## config.mk

```make
export PLATFORM = sky130hd
export DESIGN_NAME = uvbnb_div
export DESIGN_NICKNAME = d
export VERILOG_FILES = /design/src/hdl/uv_barycentric_normal_baker_core_macros.svh /design/src/hdl/uvbnb_pkg.sv /design/src/hdl/uvbnb_div.sv
export SDC_FILE = /design/constraint.sdc
export NUM_CORES = 1
export LEC_CHECK = 0
export BUFFER_PORTS_ARGS = -buffer_cell sky130_fd_sc_hd__buf_4
export CORE_MARGIN = 10
export CORE_UTILIZATION = 60
export CTS_BUF_LIST = sky130_fd_sc_hd__clkbuf_8 sky130_fd_sc_hd__clkbuf_16
export CTS_CLUSTER_SIZE = 25
export DETAILED_ROUTE_END_ITERATION = 16
export PLACE_DENSITY = 0.85
export SYNTH_ARGS = -nofsm -noshare
export SYNTH_HDL_FRONTEND = slang
export SYNTH_SLANG_ARGS = --single-unit
```

## constraint.sdc

```tcl
create_clock -name i_clk -period 17.1 [get_ports i_clk]
set_clock_uncertainty 0.1 [all_clocks]
set_input_delay 0 -clock i_clk [delete_from_list [all_inputs] [get_ports i_clk]]
set_output_delay 0 -clock i_clk [all_outputs]
set_load 0.02 [all_outputs]
```

## src/hdl/uv_barycentric_normal_baker_core_macros.svh

```systemverilog
// assertion macros for the uv barycentric normal baker
`ifndef UV_BARYCENTRIC_NORMAL_BAKER_CORE_MACROS_SVH
`define UV_BARYCENTRIC_NORMAL_BAKER_CORE_MACROS_SVH
`ifndef ASSERT_OFF
`define UVBNB_ASSERT_IMP(label, clk, rst_n, ante, cons) \
    label: assert property (@(posedge clk) disable iff (!rst_n) (ante) |-> (cons)) \
        else $error("uvbnb assertion failed");
`define UVBNB_ASSERT_NXT(label, clk, rst_n, ante, cons) \
    label: assert property (@(posedge clk) disable iff (!rst_n) (ante) |=> (cons)) \
        else $error("uvbnb assertion failed");
`else
`define UVBNB_ASSERT_IMP(label, clk, rst_n, ante, cons)
`define UVBNB_ASSERT_NXT(label, clk, rst_n, ante, cons)
`endif
`endif

```

## src/hdl/uvbnb_pkg.sv

```systemverilog
// shared constants for the uv barycentric normal baker
`default_nettype none
package uvbnb_pkg;
    localparam int MAX_TRIS   = 256;
    localparam int TRI_IDX_W  = $clog2(MAX_TRIS);
    localparam int TRI_CNT_W  = $clog2(MAX_TRIS + 1);

    localparam logic [1:0] MODE_CLEAR  = 2'd0;
    localparam logic [1:0] MODE_APPEND = 2'd1;
    localparam logic [1:0] MODE_BAKE   = 2'd2;

    localparam logic CFG_TEX_WIDTH  = 1'b0;
    localparam logic CFG_TEX_HEIGHT = 1'b1;
    localparam logic [12:0] TEX_SIZE_RESET = 13'd256;

    localparam logic [31:0] NEAR_ZERO_SQ = 32'd268;
    localparam logic [15:0] DEF_RED   = 16'd32768;
    localparam logic [15:0] DEF_GREEN = 16'd32768;
    localparam logic [15:0] DEF_BLUE  = 16'd65535;

    // shared divider geometry
    localparam int DIV_NUM_W = 52;
    localparam int DIV_DEN_W = 35;
    localparam int DIV_Q_W   = 17;
endpackage
`default_nettype wire

```

## src/hdl/uvbnb_div.sv

```systemverilog
// restoring divider, one quotient bit per cycle
`default_nettype none
module uvbnb_div import uvbnb_pkg::*; (
    input  wire                  i_clk,
    input  wire                  i_rst_n,
    input  wire                  i_start,
    input  wire [DIV_NUM_W-1:0]  i_num,
    input  wire [DIV_DEN_W-1:0]  i_den,
    output logic                 o_busy,
    output logic                 o_done,
    output logic [DIV_Q_W-1:0]   o_quo
);
    localparam int SH_W = DIV_DEN_W + DIV_Q_W - 1;
    localparam int K_W  = $clog2(DIV_Q_W);

    logic [DIV_NUM_W-1:0] r_rem;
    logic [SH_W-1:0]      r_dsh;
    logic [K_W-1:0]       r_k;
    logic [DIV_Q_W-1:0]   r_quo;
    logic                 r_busy;
    logic                 r_done;
    logic [DIV_NUM_W:0]   w_diff;

    // quotient must fit: num < den << DIV_Q_W
    assign w_diff = {1'b0, r_rem} - {{(DIV_NUM_W + 1 - SH_W){1'b0}}, r_dsh};

    always_ff @(posedge i_clk) begin
        if (!i_rst_n) begin
            r_busy <= 1'b0;
            r_done <= 1'b0;
        end else begin
            r_done <= 1'b0;
            if (i_start && !r_busy) begin
                r_rem  <= i_num;
                r_dsh  <= {i_den, {(DIV_Q_W-1){1'b0}}};
                r_k    <= K_W'(DIV_Q_W - 1);
                r_quo  <= '0;
                r_busy <= 1'b1;
            end else if (r_busy) begin
                if (!w_diff[DIV_NUM_W]) begin
                    r_rem <= w_diff[DIV_NUM_W-1:0];
                end
                r_quo <= {r_quo[DIV_Q_W-2:0], ~w_diff[DIV_NUM_W]};
                r_dsh <= r_dsh >> 1;
                if (r_k == '0) begin
                    r_busy <= 1'b0;
                    r_done <= 1'b1;
                end else begin
                    r_k <= r_k - 1'b1;
                end
            end
        end
    end

    assign o_busy = r_busy;
    assign o_done = r_done;
    assign o_quo  = r_quo;
endmodule
`default_nettype wire

```

==> results.py <==
metrics = {
    "status": {
        "status": "finished, final reports clean",
    },
    "global_routing": {
        "grt_max_degree": 97,
        "grt.overflow.total": 0,
        "grt_pass1_vias": 7393,
        "grt.total_usage_pct": 24.5,
        "antenna_found_initial": 1,
        "grt_pass1_wl_um": 36900,
    },
    "sta": {
        "slew_violations": 0,
        "finalCriticalPeriod_ns": 4.47,
        "setup_violations": 0,
        "final.setup.worst_slack_ns": 12.63,
        "period_share_pct": 26.2,
        "tns_ns": 0,
        "worst_slew_pin_slew_ns": 1.06,
        "fmax_mhz": 224,
        "maxSlewHeadroom_pct": 29.3,
        "rsz0062_at_grt": "no",
        "hold_viol": 0,
    },
    "power_and_ir_drop": {
        "p_int_w": 0.000740,
        "switching_power_w": 0.000377,
        "swShare_pct": 33.7,
        "clock_power_share_pct": 31.1,
        "p_comb_share_pct": 32.9,
        "power.density_mw_per_mm2": 105,
        "p_total_w": 0.00112,
        "power.leakage_nw": 4.41,
        "ir_worst_vdd_mv": 0.0722,
        "pwr-share-seq_pct": 36.0,
    },
    "route": {
        "drc": 0,
        "drt-wirelength-per-cell_um": 18.2,
        "wl_um": 22900,
        "drtPass1Iterations": 5,
        "first_iter_violations": 822,
        "drtAntennaViolNets": 0,
        "num_vias": 7461,
        "drt-vias-per-instance": 5.94,
    },
    "worst_setup_path": {
        "path_max_fanout": 27,
        "critPathLaunchType": "flip-flop",
        "rr_endpoint": "r_rem[16]$_DFFE_PP_",
        "cp_slowest_stage_delay_ns": 0.80,
        "crit_slowest_cell": "a31oi_4",
        "r2r-start": "r_dsh[0]$_SDFFCE_PP0P_",
        "crit_required_ns": 17.09,
        "cp-end-kind": "flip-flop",
        "crit_type": "reg -> reg",
        "crit_chain": "ha_1 -> fa_1 -> nand2b_1 -> a21oi_1 -> o311ai_2 -> nand3_1 -> a21oi_2 -> o21ai_1 -> a21oi_1 -> nand2b_1 -> a31oi_4 -> buf_4",
        "critical_path_arrival_ns": 4.46,
        "crit_start": "r_dsh[0]$_SDFFCE_PP0P_",
        "r2r_cells": 12,
        "r2r_setup_slack_ns": 12.63,
    },
    "yosys": {
        "synth.yosys.warnings": 0,
        "async_flop_share_pct": 0,
        "synth.most_common_cell": "edfxtp_1",
        "syn_inst": 898,
        "synth_ff_type": "edfxtp_1",
        "ys_seq_area_share_pct": 45.6,
        "yosysUniqueCellTypes": 66,
        "yosysTopAreaCell": "edfxtp_1",
        "synth_edf_count": 125,
        "synth_fp_nets": 1041,
        "netlist.area_leader.share_pct": 45.1,
        "synth_common_cells": "edfxtp_1 (125), a21oi_1 (105), nor2_1 (100), nand2_1 (96), inv_1 (71)",
        "syn_area_mm2": 0.00831,
        "avgSynthCellArea_um2": 9.26,
        "synthTopCellsByArea": "edfxtp_1 (45%), ha_1 (7.8%), a21oi_1 (6.3%)",
        "synth_seq_cells": 127,
    },
    "die": {
        "core_area_mm2": 0.0134,
        "die_height_um": 138,
        "pin_count": 109,
        "die_w_um": 138,
        "core.rowCount": 42,
        "design.die.area_mm2": 0.0190,
        "start_util_pct": 62.0,
    },
    "worst_hold_path": {
        "min_from": "i_start",
        "hold_class": "in -> reg",
        "hold_depth": 3,
        "holdPathEnd": "r_dsh[6]$_SDFFCE_PP0P_",
    },
    "clock_tree": {
        "clock-sinks": 127,
        "cts_max_level": 4,
        "clock-root-buffer": "clkbuf_16",
        "post_cts_resized": 0,
        "worstSkewPairLatency_ns": 0.44,
        "clkTransAtPathRegs_ns": 0.06,
        "clk_path_buf_depth": 2,
        "post-cts-setup-buffers": 0,
        "cts_made_buffers": 17,
        "cts_tree": "done",
    },
    "placed_design": {
        "hpwl_um": 14700,
        "placed_cell_area_mm2": 0.00915,
        "post-place-ws_ns": 12.68,
        "place_congestion": 0.966,
        "portBuffers": 108,
    },
    "layout": {
        "finalInstanceArea_mm2": 0.0106,
        "drive_gt1_share_pct": 15.7,
        "final_nets": 1210,
        "fin_util_pct": 79.1,
        "syn_to_final_growth_pct": 27.5,
    },
    "job": {
        "cap_viol_max_count": 0,
    },
}
power groups by stage:
stage,logic (W),clock network (W),registers [W]
after floorplan,0.000253,0,0.000409
final,0.000367,0.000348,0.000402
after detailed placement,0.000338,0,0.000407
after CTS,0.000358,0.000348,0.000401
after global placement,0.000330,0,0.000406
after global routing,0.000403,0.000363,0.000405
layer usage:
layer | global-route usage (%) | routed length (µm) | vias to the layer above
li1 | - | - | 3532
met2 | 39.9 | 11100 | 375
met1 | 30.8 | 9360 | 3502
met4 | 8.92 | 504 | 0
met3 | 6.26 | 1970 | 52
met5 | 0 | 0 | -
logic make-up (layout without fill, tap and decap cells):
group	count (synthesis)	count (layout)	synth area share, %
flops	127	127	45.6
simple gates	282	282	15.7
other cells	0	1	0
fa+ha+maj	53	53	8.07
compound gates	265	265	19.1
xor+xnor	50	50	5.27
mux	1	1	0.120
buf+inv	120	302	6.15
final cells by class:
class / count / area, µm²
inverters: 71 / 267
diodes: 1 / 2.50
flip-flops and latches: 127 / 3790
fillers: 788 / 2800
multi-input cells: 651 / 4040
clock buffers: 17 / 425
well taps: 176 / 220
repair buffers: 199 / 1710
clock inverters: 15 / 138
critical path: cells and delay by family (launching register included):
| family | cells | cell delay (ns) |
|---|---|---|
| flops | 1 | 0.36 |
| simple gates | 3 | 0.61 |
| buf+inv | 1 | 0.52 |
| fa+ha+maj | 2 | 0.63 |
| compound gates | 6 | 1.88 |
placed cells by master (no fill, tap or decap), types with 4 or more instances in the layout:
cell and instances:
a21o_1 19, a21oi_1 105, a21oi_2 5, a31oi_1 6
and2_1 17, and4_1 5, buf_4 111, clkbuf_16 17
dlygate4sd3_1 88, edfxtp_1 125, ha_1 52, inv_1 70
inv_6 4, nand2_1 96, nand2b_1 9, nand3_1 4
nand4_1 21, nor2_1 100, nor3_1 8, o211ai_1 4
o21a_1 4, o21ai_0 67, o21ai_1 15, o21bai_1 8
o31ai_1 6, xnor2_1 25, xor2_1 25
repair_timing:
action	in CTS	in global routing
hold buffers	88	0
hold endpoints to repair	89	0
endpoints found under the setup margin	0	0
worst max-delay path by stage:
| stage | end | cells after the start |
|---|---|---|
| 2_1_floorplan | r_rem[0]$_DFFE_PP_ | 11 |
| 3_3_place_gp | r_rem[11]$_DFFE_PP_ | 13 |
| 3_5_place_dp | r_rem[22]$_DFFE_PP_ | 12 |
| 4_1_cts | r_rem[16]$_DFFE_PP_ | 12 |
| 5_1_grt | r_rem[16]$_DFFE_PP_ | 12 |
| 6_report | r_rem[16]$_DFFE_PP_ | 12 |
stage by stage:
stage | std cells | hold WS, ns
final | 1257 | 0.126
after global routing | 1257 | 0.169
after CTS | 1256 | 0.117
after detailed placement | 1136 | 0.177
after global placement | 1136 | 0.172
after floorplan | 898 | 0.0822
sequential cells by signal, summed over array words and instances (netlist names):
signal / count
r_k: 5
o_busy: 1
r_rem: 52
o_quo: 17
r_dsh: 51
o_done: 1
(Power assumes the default switching activity.)
